$ cat src/rtl/spp_pkg.sv
// Shared constants for the sphere point sampler.
package spp_pkg;

   // Default fraction width of the uniform samples.
   localparam int SAMPLE_BITS_DEFAULT = 16;

   // Widths of the ports and their fields.
   localparam int FIELD_W    = 16;
   localparam int RADIUS_W   = 16;
   localparam int COORD_W    = 17;
   localparam int REQ_DATA_W = 48;
   localparam int RSP_DATA_W = 56;

   // Internal fixed-point widths.
   localparam int S30_W      = 31;
   localparam int RADICAND_W = 33;
   localparam int ROOT_W     = 17;
   localparam int REM_W      = 35;
   localparam int ZPROD_W    = S30_W + RADIUS_W;

   // One in Q.30.
   localparam logic [S30_W-1:0] Q30_ONE = 31'h4000_0000;

   // Depth of the queue between the front and the back.
   localparam int QUEUE_DEPTH = 4;

endpackage

$ cat src/rtl/spp_queue.sv
// Short register queue between the front and the back.
module spp_queue #(
   parameter int WIDTH = 8,
   parameter int DEPTH = spp_pkg::QUEUE_DEPTH
) (
   input  logic             clock,
   input  logic             reset,
   input  logic             push_valid,
   output logic             push_ready,
   input  logic [WIDTH-1:0] push_data,
   output logic             pop_valid,
   input  logic             pop_ready,
   output logic [WIDTH-1:0] pop_data
);

   localparam int PTR_W = $clog2(DEPTH);
   localparam int CNT_W = $clog2(DEPTH + 1);
   localparam logic [PTR_W-1:0] LAST = PTR_W'(DEPTH - 1);

   logic [WIDTH-1:0] slot_ff [DEPTH];
   logic [PTR_W-1:0] wr_ptr_ff, wr_ptr_in, rd_ptr_ff, rd_ptr_in;
   logic [CNT_W-1:0] count_ff, count_in;
   logic             do_push, do_pop;

   assign push_ready = count_ff != CNT_W'(DEPTH);
   assign pop_valid  = count_ff != '0;
   assign do_push    = push_valid && push_ready;
   assign do_pop     = pop_valid && pop_ready;
   assign pop_data   = slot_ff[rd_ptr_ff];

   // Pointer and fill count update.
   always_comb begin
      wr_ptr_in = wr_ptr_ff;
      rd_ptr_in = rd_ptr_ff;
      count_in  = count_ff;
      if (do_push) begin
         wr_ptr_in = (wr_ptr_ff == LAST) ? '0 : wr_ptr_ff + PTR_W'(1);
      end
      if (do_pop) begin
         rd_ptr_in = (rd_ptr_ff == LAST) ? '0 : rd_ptr_ff + PTR_W'(1);
      end
      if (do_push && !do_pop) begin
         count_in = count_ff + CNT_W'(1);
      end else if (do_pop && !do_push) begin
         count_in = count_ff - CNT_W'(1);
      end
   end

   always_ff @(posedge clock) begin
      if (reset) begin
         wr_ptr_ff <= '0;
         rd_ptr_ff <= '0;
         count_ff  <= '0;
      end else begin
         wr_ptr_ff <= wr_ptr_in;
         rd_ptr_ff <= rd_ptr_in;
         count_ff  <= count_in;
      end
   end

   always_ff @(posedge clock) begin
      if (do_push) begin
         slot_ff[wr_ptr_ff] <= push_data;
      end
   end

endmodule

$ cat config.mk
export PLATFORM = sky130hd
export DESIGN_NAME = spp_queue
export DESIGN_NICKNAME = d
export VERILOG_FILES = /design/src/rtl/spp_pkg.sv /design/src/rtl/spp_queue.sv
export SDC_FILE = /design/constraint.sdc
export NUM_CORES = 1
export LEC_CHECK = 0
export ABC_AREA = 1
export BUFFER_PORTS_ARGS = -buffer_cell sky130_fd_sc_hd__buf_2
export CAP_MARGIN = 20
export CORE_MARGIN = 5
export CORE_UTILIZATION = 40
export CTS_CLUSTER_SIZE = 14
export DETAILED_ROUTE_END_ITERATION = 8
export PLACE_DENSITY_LB_ADDON = 0.15
export SYNTH_ARGS = -nofsm -noshare
export SYNTH_HDL_FRONTEND = slang
export SYNTH_SLANG_ARGS = --single-unit
export TNS_END_PERCENT = 30
$ cat constraint.sdc
create_clock -name clock -period 1.57 [get_ports clock]
set_input_delay 0.0785 -clock clock [delete_from_list [all_inputs] [get_ports clock]]
set_output_delay 0.0785 -clock clock [all_outputs]
set_load 0.02 [all_outputs]
==> impl_metrics.csv, run 1 <==
group,metric,value,unit
setup_path,start_kind,"flip-flop",
synth,synthFlopType,"edfxtp_1",
floorplanning,die_y,75.1,µm
place,dpl.cell_count,225,
floorplanning,fp.coreArea,4060,µm²
floorplanning,die_w,75.1,µm
cells_and_area,n_antenna_cell,0,
timing,fin_skew,0.00920,ns
route,ant_nets,0,
route,drc_errors,0,
cells_and_area,area_delta_synth_final,22.9,%
timing,post-route-period-util,1.01,
floorplanning,io_pins,22,
synth,avgSynthCellArea,11.7,µm²
timing,setup_viol,1,
timing,fin_ws,-0.0180,ns
setup_path,cp.depth,9,
synth,synthCells,145,
synth,synth-simple-area-share,0.125,
place,placed_area,1970,µm²
synth,synth_area_leaders,"edfxtp_1 57%, dfxtp_1 11%, nor2_1 7.1%, ha_1 4.4%, o21ai_0 3.8%",
power_and_ir_drop,p_per_area,1640,nW/µm²
power_and_ir_drop,ir_worst_vdd,0.820,mV
synth,ys_warn_count,0,
synth,synth_top_area_share,0.566,
setup_path,critical-path-top-delay-family,"adder cells",
setup_path,crit_type,"flip-flop to flip-flop",
cells_and_area,drive_gt1_frac,0.306,
synth,synth_top_area_cell,"edfxtp_1",
floorplanning,initial_utilization,0.418,
cells_and_area,instances_no_fill,236,
clock_network,clk_pin_slew,0.08,ns
timing,min_period,1.59,ns
clock_network,clockBufferDepth,2,
run_status,outcome,"finished with violations",
route,routed_wl,3040,µm
setup_path,cp-end-kind,"flip-flop",
synth,synthAdderAreaFrac,0.0560,
hold_path,hold_class,"primary input to flip-flop",
hold_path,hold_path_depth,1,
synth,ys_seq_elements,41,
timing,hold_viol_final,0,
place,hpwl,2190,µm
synth,synth_area,1700,µm²
setup_path,crit_path_max_fanout,2,
timing,fmax,630,MHz
timing,slew_violations,0,
setup_path,worst_path_largest_cell_delay,0.41,ns
synth,synth.area.mux_share,0,
setup_path,crit_buf_inv,2,
clock_network,htreeDepth,2,
timing,tightest_slew,0.274,ns
floorplanning,row_count,23,
global_routing,antenna_found_initial,0,
place,routabilityCongestion,0.740,
route,drtIter0Drc,39,
cells_and_area,fin_area,2090,µm²
synth,synth-async-reset-ratio,0,
setup_path,cp_data_required_time,1.75,ns
global_routing,grt_usage,0.122,
synth,synth_nets,164,
clock_network,clock_sinks,41,
route,vias,1135,
global_routing,first_global_vias,1080,
clock_network,cts_buffers,5,
clock_network,tritoncts,"built",
global_routing,grt_max_degree,17,
synth,synth-compound-area-share,0.0922,
setup_path,worstPathCellList,"nor2_4 -> nand2_4 -> nand2_4 -> inv_2 -> ha_4 -> inv_2 -> fa_2 -> o21ai_1 -> nor2_1",
power_and_ir_drop,p_leak,0.840,nW
synth,synth_top_family_by_area,"simple AND/OR/NAND/NOR gates",
global_routing,gr-total-overflow,0,
synth,synth_cell_types,20,
setup_path,crit_arrival,1.76,ns
route,wl_per_cell,12.9,µm
setup_path,crit_slowest_cell,"fa_2",
route,vias_per_cell,4.81,
synth,yosys-top-cells-count,"32 x edfxtp_1, 32 x nor2_1, 15 x inv_1",
clock_network,clockRootBuffer,"clkbuf_8",
job,drv_cap,0,
cells_and_area,nNetsFinal,204,
run_status,violations,"setup timing",
place,place.port_buffers,21,
synth,yosysSeqAreaShare,0.673,
timing,slew_headroom,0.817,
synth,synth_edf_count,32,
place,place_ws,-0.0431,ns
global_routing,grt_pass1_wl,4990,µm
setup_path,reg2regPathDepth,9,
clock_network,clk_latency,0.28,ns
floorplanning,dieArea,5640,µm²
synth,synthXorXnorAreaFrac,0.00516,
timing,grt_setup_unrepaired,"true",
route,first_pass_iters,4,
==> sequential cells by signal, summed over array words and instances, names as in the netlist, named ones only <==
register   cells
wr_ptr_ff      2
slot_ff       32
count_ff       3
rd_ptr_ff      2
==> placed cells by master, fill, tap and decap left out, drive strengths merged <==
cell type and count:
nand3b 2, o22ai 8, fa 1, clkbuf 7, buf 32, clkinv 1, nand4 1, ha 6
edfxtp 32, dlygate4sd3 3, nand2 14, o21ai 17, dfxtp 9, xor2 1, inv 16, a21oi 2
nand3 1, nor2 33
==> metal layers <==
layer	track usage	share of wire
met1	0.136	0.40
met2	0.217	0.55
met3	0.0414	0.043
met4	0.0415	0.0063
met5	0	0
==> cells by family after synthesis <==
kind of cell,Yosys count
compound gates,27
xor+xnor,1
fa+ha+maj,7
buf+inv,18
flops,41
simple gates,51
==> worst reg2reg max path, cell delays in order (launching register included) <==
cell and delay [ns]:
dfxtp_2 0.34, nor2_4 0.16, nand2_4 0.08, nand2_4 0.08
inv_2 0.04, ha_4 0.15, inv_2 0.05, fa_2 0.41
o21ai_1 0.13, nor2_1 0.05
==> per-stage QoR <==
stage | utilization | hold slack [ns] | total power [mW] | setup TNS (ns)
after CTS | 0.509 | 0.0000451 | 3.46 | -0.0292
final | 0.514 | 0.0123 | 3.43 | -0.0180
after global routing | 0.514 | 0.00495 | 3.69 | -0.235
after detailed placement | 0.486 | 0.246 | 2.83 | -0.0769
after floorplan | - | 0.141 | 2.38 | -0.122
after global placement | 0.486 | 0.245 | 2.78 | -0.00377
==> path summary, 6_finish.rpt <==
kind / startpoint / to / slack, ns
max: count_ff[1]$_SDFFE_PP0P_ / count_ff[1]$_SDFFE_PP0P_ / -0.02
min: push_data[6] / slot_ff[3][6]$_DFFE_PP_ / 0.01
max reg2reg: count_ff[1]$_SDFFE_PP0P_ / count_ff[1]$_SDFFE_PP0P_ / -0.02
min reg2reg: rd_ptr_ff[1]$_SDFFE_PP0P_ / flip-flop / 0.52
==> power by group <==
group / internal, mW / switching, mW
logic: 0.519 / 0.783
clock network: 0.312 / 0.326
registers: 1.36 / 0.132
==> layout make-up <==
| type | instances | area, µm² |
|---|---|---|
| multi-input cells | 86 | 515 |
| fillers | 365 | 1970 |
| well taps | 50 | 62.6 |
| flip-flops and latches | 41 | 1150 |
| clock buffers | 7 | 76.3 |
| repair buffers | 35 | 218 |
| inverters | 16 | 60.1 |
| clock inverters | 1 | 5.00 |
==> what timing repair did <==
item	in CTS	in global routing
resized for setup	2	3
endpoints found under the hold margin	1	8
setup buffers	0	0
pin swaps	4	0
setup endpoints to repair	10	6
hold buffers	1	2
No activity file was read; power rests on OpenSTA's default activity.
==> inputs of run 2 (changes only) <==
--- a/config.mk
+++ b/config.mk
@@ -8,6 +8,7 @@
 export ABC_AREA = 1
 export BUFFER_PORTS_ARGS = -buffer_cell sky130_fd_sc_hd__buf_2
 export CAP_MARGIN = 20
+export CORE_ASPECT_RATIO = 1.5
 export CORE_MARGIN = 5
 export CORE_UTILIZATION = 40
 export CTS_CLUSTER_SIZE = 14
==> constraint.sdc (replaced) <==
create_clock -name clock -period 1.57 [get_ports clock]
set_input_delay 0.0785 -clock clock [delete_from_list [all_inputs] [get_ports clock]]
set_output_delay 0.0785 -clock clock [all_outputs]
set_load 0.005 [all_outputs]
==> impl_metrics.csv, run 2 (synthesis gave the netlist of run 1 again) <==
group,metric,value,unit
run_status,outcome,"finished with violations",
run_status,violations,"setup timing",
power_and_ir_drop,ir_worst_vdd,1.06,mV
cells_and_area,n_antenna_cell,0,
timing,slew_headroom,0.813,
global_routing,use_met3,0.0362,
place,place.port_buffers,21,
floorplanning,initial_utilization,0.407,
route,drc_errors,0,
cells_and_area,mostFrequentLayoutCells,"32 x nor2_1, 32 x edfxtp_1, 21 x buf_2",
timing,fin_ws,-0.0238,ns
global_routing,busiest_layer,"met2",
global_routing,antenna_found_initial,0,
clock_network,clk_latency,0.28,ns
route,first_pass_iters,4,
timing,tightest_slew,0.280,ns
power_and_ir_drop,total_power,3.43,mW
setup_path,cp-end-kind,"flip-flop",
floorplanning,die_y,89.8,µm
timing,grt_setup_unrepaired,"true",
power_and_ir_drop,p_per_area,1630,nW/µm²
cells_and_area,area_delta_synth_final,24.0,%
global_routing,grt_max_degree,17,
global_routing,grtUsageMet2,0.221,
setup_path,rrSetupSlack,-0.02,ns
setup_path,reg2regPathDepth,9,
clock_network,cts_setup_buffers,0,
global_routing,first_global_vias,1234,
cells_and_area,largest_reg_flops,32,
hold_path,hold_start,"push_data[5]",
setup_path,cp_data_required_time,1.75,ns
setup_path,crit_slowest_cell,"fa_2",
clock_network,clk_pin_slew,0.08,ns
clock_network,clockBufferDepth,2,
global_routing,use_met1,0.147,
setup_path,crit_arrival,1.77,ns
timing,hold_viol_final,0,
setup_path,start_kind,"flip-flop",
power_and_ir_drop,p_leak,0.844,nW
timing,post-route-period-util,1.02,
setup_path,crit_type,"flip-flop to flip-flop",
clock_network,cts_buffers,5,
global_routing,grt_pass1_wl,5790,µm
clock_network,clockRootBuffer,"clkbuf_8",
place,place_ws,-0.0207,ns
setup_path,crit_path_max_fanout,2,
global_routing,gr-total-overflow,0,
cells_and_area,drive_gt1_frac,0.306,
setup_path,worstReg2RegStart,"count_ff[0]$_SDFFE_PP0P_",
clock_network,clock_sinks,41,
cells_and_area,fin_util,0.504,
clock_network,tritoncts,"built",
place,routabilityCongestion,0.738,
route,wl_per_cell,14.0,µm
timing,slew_violations,0,
route,vias_per_cell,4.94,
place,hpwl,2330,µm
route,ant_nets,0,
route,drtIter0Drc,45,
route,routed_wl,3250,µm
route,vias,1145,
setup_path,worstPathCellList,"nor2_4 -> nand2_2 -> nand2_4 -> inv_4 -> ha_4 -> inv_2 -> fa_2 -> o21ai_2 -> nor2_1",
cells_and_area,regMostFlops,"slot_ff",
hold_path,hold_class,"primary input to flip-flop",
setup_path,r2r-end,"count_ff[1]$_SDFFE_PP0P_",
job,drv_cap,0,
clock_network,htreeDepth,2,
floorplanning,dieArea,5670,µm²
timing,fin_skew,0.00436,ns
timing,fmax,627,MHz
floorplanning,row_count,29,
timing,setup_tns,-0.0459,ns
global_routing,grt_usage,0.129,
hold_path,min_to,"slot_ff[1][5]$_DFFE_PP_",
floorplanning,fp.coreArea,4170,µm²
floorplanning,io_pins,22,
cells_and_area,nNetsFinal,204,
timing,setup_viol,2,
floorplanning,die_w,63.2,µm
cells_and_area,reg_top3,"slot_ff (32), count_ff (3)",
hold_path,hold_path_depth,1,
timing,min_period,1.59,ns
setup_path,worst_path_largest_cell_delay,0.42,ns
[run 2: cell types whose count changed in the layout (fill, tap and decap cells not counted), sizes merged]
cell    delta
bufinv     +1
clkbuf     -1
[run 2: per-stage QoR]
stage	cell area (µm²)	std cells	hold WS, ns
2_1_floorplan	1730	145	0.141
3_3_place_gp	1950	221	0.245
3_5_place_dp	1950	221	0.257
4_1_cts	2100	232	0.000287
5_1_grt	2100	232	0.00274
6_report	2100	232	0.00914
[run 2: where the power goes]
part / internal (mW) / total (mW) / leakage (nW) / switching, mW
sequential: 1.36 / 1.48 / 0.369 / 0.118
clock: 0.469 / 0.802 / 0.0528 / 0.333
combinational: 0.522 / 1.15 / 0.422 / 0.628
total: 2.35 / 3.43 / 0.844 / 1.08
[run 2: worst max-delay path by stage]
stage                              from  cells past startpoint                        to
2_1_floorplan  count_ff[0]$_SDFFE_PP0P_                      9  count_ff[1]$_SDFFE_PP0P_
3_3_place_gp   count_ff[1]$_SDFFE_PP0P_                     13  count_ff[2]$_SDFFE_PP0P_
3_5_place_dp   count_ff[1]$_SDFFE_PP0P_                     13  count_ff[2]$_SDFFE_PP0P_
4_1_cts        count_ff[0]$_SDFFE_PP0P_                     12  count_ff[2]$_SDFFE_PP0P_
5_1_grt        count_ff[0]$_SDFFE_PP0P_                     11  count_ff[2]$_SDFFE_PP0P_
6_report       count_ff[0]$_SDFFE_PP0P_                      9  count_ff[1]$_SDFFE_PP0P_
[run 2: worst max-delay path: cells and delay by family, from the launching register on]
family	cells	cell delay [ns]
flip-flops	1	0.36
buffers and inverters	2	0.10
adder cells (fa/ha/maj)	2	0.57
AO/OA/AOI/OAI	1	0.11
AND/OR/NAND/NOR	4	0.35
[run 2: what timing repair did]
| action | in CTS | in global routing |
|---|---|---|
| pin swaps | 2 | 1 |
| hold buffers | 3 | 0 |
| endpoints found under the hold margin | 8 | 0 |
| endpoints found under the setup margin | 2 | 6 |
| gates resized for setup | 3 | 4 |
[run 2: per-layer routing]
layer | share of wire | wire length, µm
met4 | 0.025 | 82
met2 | 0.53 | 1720
met1 | 0.40 | 1310
met3 | 0.046 | 149
met5 | 0 | 0
[run 2: final cells by class]
type	count	area [µm²]
Fill cell	382	2070
Sequential cell	41	1150
Multi-Input combinational cell	86	509
Tap cell	46	57.6
Timing Repair Buffer	35	218
Clock buffer	6	72.6
Clock inverter	2	33.8
Inverter	16	62.6
