<file path="config.mk">
export PLATFORM = sky130hd
export DESIGN_NAME = spp_front
export DESIGN_NICKNAME = d
export VERILOG_FILES = /design/src/rtl/spp_pkg.sv /design/src/rtl/spp_front.sv
export SDC_FILE = /design/constraint.sdc
export NUM_CORES = 1
export LEC_CHECK = 0
export ABC_AREA = 0
export BUFFER_PORTS_ARGS = -buffer_cell sky130_fd_sc_hd__buf_2
export CAP_MARGIN = 10
export CORE_MARGIN = 2
export CORE_UTILIZATION = 53
export CTS_CLUSTER_SIZE = 25
export DETAILED_ROUTE_END_ITERATION = 8
export PLACE_DENSITY = 0.68
export SYNTH_ARGS = -nofsm -noshare
export SYNTH_HDL_FRONTEND = slang
export SYNTH_SLANG_ARGS = --single-unit
</file>
<file path="constraint.sdc">
create_clock -name clock -period 8.9 [get_ports clock]
set_input_delay 0.89 -clock clock [delete_from_list [all_inputs] [get_ports clock]]
set_output_delay 0.89 -clock clock [all_outputs]
set_load 0.1 [all_outputs]
</file>
<file path="src/rtl/spp_pkg.sv">
// Shared constants for the sphere point sampler.
package spp_pkg;

   // Default fraction width of the uniform samples.
   localparam int SAMPLE_BITS_DEFAULT = 16;

   // Widths of the ports and their fields.
   localparam int FIELD_W    = 16;
   localparam int RADIUS_W   = 16;
   localparam int COORD_W    = 17;
   localparam int REQ_DATA_W = 48;
   localparam int RSP_DATA_W = 56;

   // Internal fixed-point widths.
   localparam int S30_W      = 31;
   localparam int RADICAND_W = 33;
   localparam int ROOT_W     = 17;
   localparam int REM_W      = 35;
   localparam int ZPROD_W    = S30_W + RADIUS_W;

   // One in Q.30.
   localparam logic [S30_W-1:0] Q30_ONE = 31'h4000_0000;

   // Depth of the queue between the front and the back.
   localparam int QUEUE_DEPTH = 4;

endpackage

</file>
<file path="src/rtl/spp_front.sv">
// Front part: takes request words, forms the disc point and S, drops rejected pairs.
module spp_front #(
   parameter int SAMPLE_BITS = spp_pkg::SAMPLE_BITS_DEFAULT
) (
   input  logic                           clock,
   input  logic                           reset,
   input  logic                           in_valid,
   output logic                           in_ready,
   input  logic [spp_pkg::FIELD_W-1:0]    first_uniform,
   input  logic [spp_pkg::FIELD_W-1:0]    second_uniform,
   input  logic [spp_pkg::RADIUS_W-1:0]   radius,
   output logic                           push_valid,
   input  logic                           push_ready,
   output logic [SAMPLE_BITS-1:0]         x_mag,
   output logic [SAMPLE_BITS-1:0]         y_mag,
   output logic                           x_neg,
   output logic                           y_neg,
   output logic [spp_pkg::RADIUS_W-1:0]   radius_out,
   output logic [spp_pkg::S30_W-1:0]      s_q30
);

   localparam int B    = SAMPLE_BITS;
   localparam int SQ_W = 2 * B;
   localparam logic [B-1:0]    HALF  = {1'b1, {(B-1){1'b0}}};
   localparam logic [SQ_W-1:0] S_ONE = SQ_W'(1) << (SQ_W - 2);

   logic en;

   logic                          a_valid_ff;
   logic [B-1:0]                  a_u_ff, a_v_ff, a_u_in, a_v_in;
   logic [spp_pkg::RADIUS_W-1:0]  a_r_ff;

   logic                          b_valid_ff;
   logic [B-1:0]                  b_xm_ff, b_ym_ff, b_xm_in, b_ym_in;
   logic                          b_xneg_ff, b_yneg_ff, b_xneg_in, b_yneg_in;
   logic [spp_pkg::RADIUS_W-1:0]  b_r_ff;

   logic                          c_valid_ff;
   logic [SQ_W-1:0]               c_sqx_ff, c_sqy_ff, c_sqx_in, c_sqy_in;
   logic [B-1:0]                  c_xm_ff, c_ym_ff;
   logic                          c_xneg_ff, c_yneg_ff;
   logic [spp_pkg::RADIUS_W-1:0]  c_r_ff;

   logic [SQ_W-1:0]               s_sum;
   logic                          reject;
   logic [31:0]                   s_wide;

   // The whole front moves together unless the queue refuses the last stage.
   assign en       = !c_valid_ff || push_ready;
   assign in_ready = en;

   // Keep only the sample bits of each uniform field.
   generate
      if (B <= spp_pkg::FIELD_W) begin : g_narrow
         assign a_u_in = first_uniform[B-1:0];
         assign a_v_in = second_uniform[B-1:0];
      end else begin : g_wide
         assign a_u_in = {{(B - spp_pkg::FIELD_W){1'b0}}, first_uniform};
         assign a_v_in = {{(B - spp_pkg::FIELD_W){1'b0}}, second_uniform};
      end
   endgenerate

   // Disc coordinates as sign and magnitude.
   assign b_xneg_in = ~a_u_ff[B-1];
   assign b_yneg_in = ~a_v_ff[B-1];
   assign b_xm_in   = b_xneg_in ? HALF - a_u_ff : a_u_ff - HALF;
   assign b_ym_in   = b_yneg_in ? HALF - a_v_ff : a_v_ff - HALF;

   // Squares of the magnitudes.
   assign c_sqx_in = SQ_W'(b_xm_ff) * SQ_W'(b_xm_ff);
   assign c_sqy_in = SQ_W'(b_ym_ff) * SQ_W'(b_ym_ff);

   always_ff @(posedge clock) begin
      if (reset) begin
         a_valid_ff <= 1'b0;
         b_valid_ff <= 1'b0;
         c_valid_ff <= 1'b0;
      end else if (en) begin
         a_valid_ff <= in_valid;
         b_valid_ff <= a_valid_ff;
         c_valid_ff <= b_valid_ff;
      end
   end

   always_ff @(posedge clock) begin
      if (en) begin
         a_u_ff    <= a_u_in;
         a_v_ff    <= a_v_in;
         a_r_ff    <= radius;
         b_xm_ff   <= b_xm_in;
         b_ym_ff   <= b_ym_in;
         b_xneg_ff <= b_xneg_in;
         b_yneg_ff <= b_yneg_in;
         b_r_ff    <= a_r_ff;
         c_sqx_ff  <= c_sqx_in;
         c_sqy_ff  <= c_sqy_in;
         c_xm_ff   <= b_xm_ff;
         c_ym_ff   <= b_ym_ff;
         c_xneg_ff <= b_xneg_ff;
         c_yneg_ff <= b_yneg_ff;
         c_r_ff    <= b_r_ff;
      end
   end

   // S and the exact rejection test; S outside the unit disc is dropped here.
   assign s_sum  = c_sqx_ff + c_sqy_ff;
   assign reject = s_sum > S_ONE;

   // Bring S to thirty fraction bits.
   generate
      if (SQ_W >= 32) begin : g_shift_down
         assign s_wide = 32'(s_sum >> (SQ_W - 32));
      end else begin : g_shift_up
         assign s_wide = 32'(s_sum) << (32 - SQ_W);
      end
   endgenerate

   assign s_q30 = (s_wide > 32'(spp_pkg::Q30_ONE)) ? spp_pkg::Q30_ONE
                                                   : s_wide[spp_pkg::S30_W-1:0];

   assign push_valid = c_valid_ff && !reject;
   assign x_mag      = c_xm_ff;
   assign y_mag      = c_ym_ff;
   assign x_neg      = c_xneg_ff;
   assign y_neg      = c_yneg_ff;
   assign radius_out = c_r_ff;

endmodule

</file>
==> flow_summary.html, run 1 <==
<table>
<tr><th>Metric</th><th>Value</th></tr>
<tr><th colspan="2">Critical path</th></tr>
<tr><td>Kind of cell with the highest combined delay on the critical path</td><td>adder cells</td></tr>
<tr><td>Highest-delay cell along the critical path</td><td>sky130_fd_sc_hd__edfxtp_1</td></tr>
<tr><td>CP Cell Sequence</td><td>and2_1, inv_1, fa_1, inv_1, fa_1, inv_1, fa_1, inv_1, fa_1, fa_1, inv_1, fa_1, inv_1, ha_1, a21o_1, a21o_1, a21o_1, a2bb2oi_1, o21ai_0, a41o_1, a2111oi_0, nor3_1, or3b_2</td></tr>
<tr><td>CP endpoint kind</td><td>register</td></tr>
<tr><td>Kind of critical path</td><td>reg2reg</td></tr>
<tr><td>Sum of buffers and inverters on the critical path</td><td>6</td></tr>
<tr><td>Required @ worst endpoint</td><td>9.20 ns</td></tr>
<tr><td>Worst setup SP type</td><td>register</td></tr>
<tr><td>Arrival @ worst endpoint</td><td>7.58 ns</td></tr>
<tr><td>Crit-path max FO</td><td>18</td></tr>
<tr><td>Highest cell delay on the worst timing path</td><td>0.77 ns</td></tr>
<tr><th colspan="2">Flow run</th></tr>
<tr><td>Max-cap viol count</td><td>0</td></tr>
<tr><th colspan="2">GRT</th></tr>
<tr><td>Combined global-route utilization of all metal layers</td><td>22.0%</td></tr>
<tr><td>Initial antenna violation count</td><td>0</td></tr>
<tr><td>First-pass GRT wire length</td><td>82400 um</td></tr>
<tr><td>Via count of the first global-routing pass</td><td>17000</td></tr>
<tr><td>Maximum number of pins on one net before global-route repair</td><td>79</td></tr>
<tr><td>Total gr overflow</td><td>0</td></tr>
<tr><th colspan="2">Timing</th></tr>
<tr><td>Clock skew</td><td>0.0103 ns</td></tr>
<tr><td>Worst-Margin Slew</td><td>0.932 ns</td></tr>
<tr><td>Top achievable clock speed</td><td>137 MHz</td></tr>
<tr><td>Portion of the clock cycle consumed by the worst path in the final layout</td><td>81.8%</td></tr>
<tr><td>Setup-violating endpoint count in the final report</td><td>0</td></tr>
<tr><td>Setup repair after global routing missed its margin</td><td>no</td></tr>
<tr><td>Number of slew-limit violations in the final report</td><td>0</td></tr>
<tr><td>Final-report hold violation count</td><td>0</td></tr>
<tr><td>Setup TNS</td><td>0 ns</td></tr>
<tr><td>Relative slew slack</td><td>37.9%</td></tr>
<tr><td>Shortest period the worst path allows</td><td>7.28 ns</td></tr>
<tr><th colspan="2">Synth</th></tr>
<tr><td>Post-synth top area share</td><td>27.4%</td></tr>
<tr><td>Syn. warnings</td><td>0</td></tr>
<tr><td>Distinct cells, synth</td><td>67</td></tr>
<tr><td>Fraction of the yosys area taken by sequential cells</td><td>26.6%</td></tr>
<tr><td>Netlist Area Pre-Place</td><td>23700 um^2</td></tr>
<tr><td>Proportion of synthesized flip-flops having asynchronous set or reset</td><td>0%</td></tr>
<tr><td>Leading register cell type out of synthesis</td><td>sky130_fd_sc_hd__edfxtp_1</td></tr>
<tr><td>Post-Syn Area per Cell</td><td>10.4 um^2</td></tr>
<tr><td>Number of enable-type register cells in the synthesized netlist</td><td>208</td></tr>
<tr><td>Register bit count reported by yosys</td><td>211</td></tr>
<tr><td>Top cell type by total area after synthesis</td><td>sky130_fd_sc_hd__fa_1</td></tr>
<tr><td>Dominant cells by area after synthesis</td><td>sky130_fd_sc_hd__fa_1 (27%), sky130_fd_sc_hd__edfxtp_1 (26%), sky130_fd_sc_hd__ha_1 (12%)</td></tr>
<tr><td>Synthesized instance count</td><td>2281</td></tr>
<tr><td>Syn Nets</td><td>2893</td></tr>
<tr><th colspan="2">Detailed routing</th></tr>
<tr><td>Post-detailed-route wirelength per cell</td><td>16.5 um</td></tr>
<tr><td>Total wire length</td><td>49600 um</td></tr>
<tr><td>Avg Vias per Cell</td><td>5.39</td></tr>
<tr><td>Initial DRT Pass Iterations</td><td>7</td></tr>
<tr><td>Antenna violation net count after detailed routing</td><td>0</td></tr>
<tr><td>Number of design rule violations left after detail routing</td><td>0</td></tr>
<tr><td>Via count</td><td>16200</td></tr>
<tr><td>Starting DRT DRC Count</td><td>984</td></tr>
<tr><th colspan="2">Clock tree</th></tr>
<tr><td># hold bufs at CTS</td><td>0</td></tr>
<tr><td>Clock tree from TritonCTS</td><td>done</td></tr>
<tr><td>Reg clk slew, reported paths</td><td>0.06 ns</td></tr>
<tr><td>TritonCTS Sinks</td><td>211</td></tr>
<tr><td>Clock root buffer master</td><td>sky130_fd_sc_hd__clkbuf_16</td></tr>
<tr><td>Maximum level of the CTS H-tree</td><td>1</td></tr>
<tr><td>Maximum clock path buffer count</td><td>3</td></tr>
<tr><td>Source-to-sink clock delay at the later pin of the worst-skew pair</td><td>0.56 ns</td></tr>
<tr><td>Number of buffers added by the clock tree synthesis step</td><td>27</td></tr>
<tr><td>Setup fix buffers added after clock tree synthesis</td><td>0</td></tr>
<tr><td>Number of gates resized after CTS</td><td>0</td></tr>
<tr><th colspan="2">Floorplan</th></tr>
<tr><td>Horizontal die dimension</td><td>215 um</td></tr>
<tr><td>DIE HEIGHT</td><td>215 um</td></tr>
<tr><td>Full die area</td><td>46400 um^2</td></tr>
<tr><td>Number of rows created at floorplan</td><td>77</td></tr>
<tr><td>Area of the core</td><td>44200 um^2</td></tr>
<tr><td>Top Ports</td><td>135</td></tr>
<tr><td>Starting utilization of the core area</td><td>53.6%</td></tr>
<tr><th colspan="2">Placement</th></tr>
<tr><td>Port-buffer cells</td><td>134</td></tr>
<tr><td>Placer Congestion</td><td>0.864</td></tr>
<tr><td>Final HPWL from detailed placement</td><td>39600 um</td></tr>
<tr><th colspan="2">Final layout</th></tr>
<tr><td>Area growth from synthesis to layout</td><td>9.13%</td></tr>
<tr><td>Antenna diodes</td><td>0</td></tr>
<tr><td>Most common cell after layout, fill and taps aside</td><td>sky130_fd_sc_hd__inv_1</td></tr>
<tr><td>Layout cells sized above 1</td><td>9.51%</td></tr>
<tr><td>Largest registers</td><td>c_sqx_ff x31, c_sqy_ff x31</td></tr>
<tr><td>Commonest cells after routing, fill and taps aside</td><td>sky130_fd_sc_hd__inv_1 (521), sky130_fd_sc_hd__fa_1 (324), sky130_fd_sc_hd__ha_1 (236), sky130_fd_sc_hd__edfxtp_1 (208), sky130_fd_sc_hd__nand2_1 (182)</td></tr>
<tr><td>Nets@finish</td><td>3001</td></tr>
<tr><th colspan="2">Run status</th></tr>
<tr><td>Run status</td><td>finished, final reports clean</td></tr>
<tr><th colspan="2">Worst hold path</th></tr>
<tr><td>Path class of the lowest-slack min-delay path</td><td>reg2reg</td></tr>
</table>
-- synth_stat cells (41+ instances only) --
library cell and count:
sky130_fd_sc_hd__inv_1 521, sky130_fd_sc_hd__fa_1 324, sky130_fd_sc_hd__ha_1 236, sky130_fd_sc_hd__edfxtp_1 208, sky130_fd_sc_hd__nand2_1 182, sky130_fd_sc_hd__nor2_1 88
sky130_fd_sc_hd__and2_1 86, sky130_fd_sc_hd__a21oi_1 68, sky130_fd_sc_hd__xnor2_1 68, sky130_fd_sc_hd__clkbuf_1 54, sky130_fd_sc_hd__xor2_1 54, sky130_fd_sc_hd__a21o_1 42
sky130_fd_sc_hd__o21ai_0 41
-- per-stage QoR --
| stage | cell area, um^2 | util (%) | setup WS, ns | hold slack, ns | std cells |
|---|---|---|---|---|---|
| 6_report | 25900 | 58.5 | 1.62 | 0.410 | 3001 |
| 5_1_grt | 25900 | 58.5 | 1.28 | 0.409 | 3001 |
| 4_1_cts | 25900 | 58.5 | 1.69 | 0.415 | 3001 |
| 3_5_place_dp | 24900 | 56.4 | 1.69 | 0.405 | 2952 |
| 3_3_place_gp | 24900 | 56.4 | 1.82 | 0.401 | 2952 |
| 2_1_floorplan | 23700 | - | 1.35 | 0.400 | 2281 |
-- cell families (layout without fill, tap and decap cells) --
kind of cell    Yosys count  in the layout  share of synthesized area (%)
simple gates            526            526                           11.4
xor+xnor                122            122                           4.51
flops                   211            211                           26.6
mux                       9              9                          0.401
fa+ha+maj               560            560                           39.8
compound gates          269            269                           7.78
buf+inv                 584            712                           9.42
-- metal layers --
layer	part of all wire, %	wire length (um)	GRT usage [%]	vias to the layer above
met3	6.1	3020	3.92	87
li1	-	-	-	7577
met5	0	0	0	-
met1	43	21500	29.9	8095
met2	48	23800	36.5	417
met4	2.5	1230	6.51	0
-- area by class of cell --
type / instances / area (um^2)
fillers: 3765 / 18400
clock buffers: 27 / 676
multi-input cells: 1486 / 15200
flip-flops and latches: 211 / 6310
clock inverters: 22 / 265
repair buffers: 142 / 731
inverters: 521 / 1960
well taps: 592 / 741
-- final timing paths --
path,cells past startpoint,startpoint,to,slack (ns)
worst max-delay path,23,b_ym_ff[5]$_DFFE_PP_,c_sqy_ff[29]$_DFFE_PP_,1.62
worst min-delay path,0,a_r_ff[3]$_DFFE_PP_,b_r_ff[3]$_DFFE_PP_,0.41
worst max register to register,23,b_ym_ff[5]$_DFFE_PP_,c_sqy_ff[29]$_DFFE_PP_,1.62
worst min register to register,0,a_r_ff[3]$_DFFE_PP_,b_r_ff[3]$_DFFE_PP_,0.41
Power of run 1 is left out: the tool's default activity adds up to more than one toggle a clock period on the data nets, which glitch-free logic cannot reach.
==> inputs of run 2 (changes only) <==
==> constraint.sdc (replaced) <==
create_clock -name clock -period 7.2 [get_ports clock]
set_input_delay 0.72 -clock clock [delete_from_list [all_inputs] [get_ports clock]]
set_output_delay 0.72 -clock clock [all_outputs]
set_load 0.1 [all_outputs]
==> flow_summary.html, run 2 (same netlist as run 1, synthesis figures left out) <==
<table>
<tr><th>Metric</th><th>Value</th></tr>
<tr><th colspan="2">Flow run</th></tr>
<tr><td>Max-cap viol count</td><td>0</td></tr>
<tr><th colspan="2">Timing</th></tr>
<tr><td>Setup TNS</td><td>0 ns</td></tr>
<tr><td>Worst Hold Margin</td><td>0.340 ns</td></tr>
<tr><td>Setup-violating endpoint count in the final report</td><td>0</td></tr>
<tr><td>Number of slew-limit violations in the final report</td><td>0</td></tr>
<tr><td>Final-report hold violation count</td><td>0</td></tr>
<tr><td>Relative slew slack</td><td>38.9%</td></tr>
<tr><td>Clock skew</td><td>0.0173 ns</td></tr>
<tr><td>Shortest period the worst path allows</td><td>6.83 ns</td></tr>
<tr><td>Top achievable clock speed</td><td>146 MHz</td></tr>
<tr><td>Worst-Margin Slew</td><td>0.916 ns</td></tr>
<tr><td>Portion of the clock cycle consumed by the worst path in the final layout</td><td>94.9%</td></tr>
<tr><td>Setup repair after global routing missed its margin</td><td>no</td></tr>
<tr><th colspan="2">Detailed routing</th></tr>
<tr><td>Total wire length</td><td>49800 um</td></tr>
<tr><td>Post-detailed-route wirelength per cell</td><td>16.4 um</td></tr>
<tr><td>Number of design rule violations left after detail routing</td><td>0</td></tr>
<tr><td>Starting DRT DRC Count</td><td>875</td></tr>
<tr><td>Initial DRT Pass Iterations</td><td>5</td></tr>
<tr><td>Avg Vias per Cell</td><td>5.31</td></tr>
<tr><td>Antenna violation net count after detailed routing</td><td>0</td></tr>
<tr><td>Via count</td><td>16200</td></tr>
<tr><th colspan="2">Floorplan</th></tr>
<tr><td>Top Ports</td><td>135</td></tr>
<tr><td>Horizontal die dimension</td><td>215 um</td></tr>
<tr><td>Number of rows created at floorplan</td><td>77</td></tr>
<tr><td>Area of the core</td><td>44200 um^2</td></tr>
<tr><td>Starting utilization of the core area</td><td>53.6%</td></tr>
<tr><td>Full die area</td><td>46400 um^2</td></tr>
<tr><td>DIE HEIGHT</td><td>215 um</td></tr>
<tr><th colspan="2">Clock tree</th></tr>
<tr><td>Clock root buffer master</td><td>sky130_fd_sc_hd__clkbuf_16</td></tr>
<tr><td># hold bufs at CTS</td><td>0</td></tr>
<tr><td>Clock tree from TritonCTS</td><td>done</td></tr>
<tr><td>Maximum level of the CTS H-tree</td><td>1</td></tr>
<tr><td>Number of buffers added by the clock tree synthesis step</td><td>25</td></tr>
<tr><td>Maximum clock path buffer count</td><td>3</td></tr>
<tr><td>Source-to-sink clock delay at the later pin of the worst-skew pair</td><td>0.55 ns</td></tr>
<tr><td>Reg clk slew, reported paths</td><td>0.06 ns</td></tr>
<tr><td>TritonCTS Sinks</td><td>211</td></tr>
<tr><th colspan="2">Critical path</th></tr>
<tr><td>Arrival @ worst endpoint</td><td>7.12 ns</td></tr>
<tr><td>Sum of buffers and inverters on the critical path</td><td>5</td></tr>
<tr><td>Highest cell delay on the worst timing path</td><td>0.59 ns</td></tr>
<tr><td>Crit-path max FO</td><td>8</td></tr>
<tr><td>CP endpoint kind</td><td>register</td></tr>
<tr><td>Required @ worst endpoint</td><td>7.49 ns</td></tr>
<tr><td>Highest-delay cell along the critical path</td><td>sky130_fd_sc_hd__fa_1</td></tr>
<tr><td>Kind of critical path</td><td>reg2reg</td></tr>
<tr><td>CP most frequent cell</td><td>sky130_fd_sc_hd__fa_1</td></tr>
<tr><td>Kind of cell with the highest combined delay on the critical path</td><td>adder cells</td></tr>
<tr><td>CP Cell Sequence</td><td>buf_4, buf_4, nand2_1, inv_1, fa_1, fa_1, fa_1, fa_1, fa_1, inv_1, fa_1, inv_1, ha_1, a21o_1, a21o_1, a21o_1, a21o_1, a21o_1, a41o_1, a2111oi_1, nor3_1, or3b_2</td></tr>
<tr><td>Worst setup SP type</td><td>register</td></tr>
<tr><th colspan="2">Final layout</th></tr>
<tr><td>Final Non-Filler Cells</td><td>3039</td></tr>
<tr><td>Area growth from synthesis to layout</td><td>10.3%</td></tr>
<tr><td>Largest registers</td><td>c_sqx_ff x31, c_sqy_ff x31</td></tr>
<tr><td>Antenna diodes</td><td>0</td></tr>
<tr><td>Most common cell after layout, fill and taps aside</td><td>sky130_fd_sc_hd__inv_1</td></tr>
<tr><td>Commonest cells after routing, fill and taps aside</td><td>sky130_fd_sc_hd__inv_1 (521), sky130_fd_sc_hd__fa_1 (324), sky130_fd_sc_hd__ha_1 (236), sky130_fd_sc_hd__edfxtp_1 (208), sky130_fd_sc_hd__nand2_1 (182)</td></tr>
<tr><td>Layout cells sized above 1</td><td>10.9%</td></tr>
<tr><td>Nets@finish</td><td>3040</td></tr>
<tr><th colspan="2">Placement</th></tr>
<tr><td>Final HPWL from detailed placement</td><td>40500 um</td></tr>
<tr><td>Port-buffer cells</td><td>134</td></tr>
<tr><td>Placer Congestion</td><td>0.908</td></tr>
<tr><td>DP Cell Count</td><td>2987</td></tr>
<tr><th colspan="2">GRT</th></tr>
<tr><td>Combined global-route utilization of all metal layers</td><td>22.3%</td></tr>
<tr><td>Via count of the first global-routing pass</td><td>17100</td></tr>
<tr><td>Maximum number of pins on one net before global-route repair</td><td>78</td></tr>
<tr><td>First-pass GRT wire length</td><td>83400 um</td></tr>
<tr><td>Total gr overflow</td><td>0</td></tr>
<tr><td>Initial antenna violation count</td><td>1</td></tr>
<tr><th colspan="2">Run status</th></tr>
<tr><td>Run status</td><td>finished, final reports clean</td></tr>
<tr><th colspan="2">Worst hold path</th></tr>
<tr><td>Path class of the lowest-slack min-delay path</td><td>in2reg</td></tr>
</table>
## run 2: cell types whose count changed in the layout (fill, tap and decap cells not counted), sizes merged
| cell | change |
|---|---|
| buf | +41 |
| clkinv | -3 |
| inv | -1 |
| bufinv | +1 |
## run 2: what timing repair did
item,in CTS,in global routing
setup endpoints to repair,0,1
gates resized for setup,0,1
buffers inserted,0,6
## run 2: area by class of cell
cell class	count	area, um^2
fill	3752	18100
multi-input combinational	1486	15200
sequential	211	6310
inverter	521	1960
timing repair buffer	183	1040
tap	592	741
clock buffer	27	633
clock inverter	19	273
## run 2: per-layer routing
layer	up-vias	track usage (%)	share of wire, %
li1	7649	-	-
met1	8025	29.9	43
met2	401	37.2	48
met3	75	4.79	7.0
met4	0	5.54	2.0
met5	-	0	0
## run 2: through the flow
stage                     instance area (um^2)  setup slack [ns]  utilization, %
after floorplan                          23700             0.171               -
after global placement                   25200             0.407            56.9
after detailed placement                 25200             0.244            56.9
after CTS                                26100             0.223            59.0
after global routing                     26100            0.0205            59.1
final                                    26100             0.370            59.1
## run 2: final timing paths
path | startpoint | to | slack (ns) | cells after the start
worst max-delay path | b_ym_ff[8]$_DFFE_PP_ | c_sqy_ff[29]$_DFFE_PP_ | 0.37 | 22
worst min-delay path | radius[11] | a_r_ff[11]$_DFFE_PP_ | 0.34 | 1
worst max register to register | b_ym_ff[8]$_DFFE_PP_ | c_sqy_ff[29]$_DFFE_PP_ | 0.37 | 22
worst min register to register | b_r_ff[9]$_DFFE_PP_ | radius_out[9]$_DFFE_PP_ | 0.42 | 0
Power of run 2 is left out for the same reason.
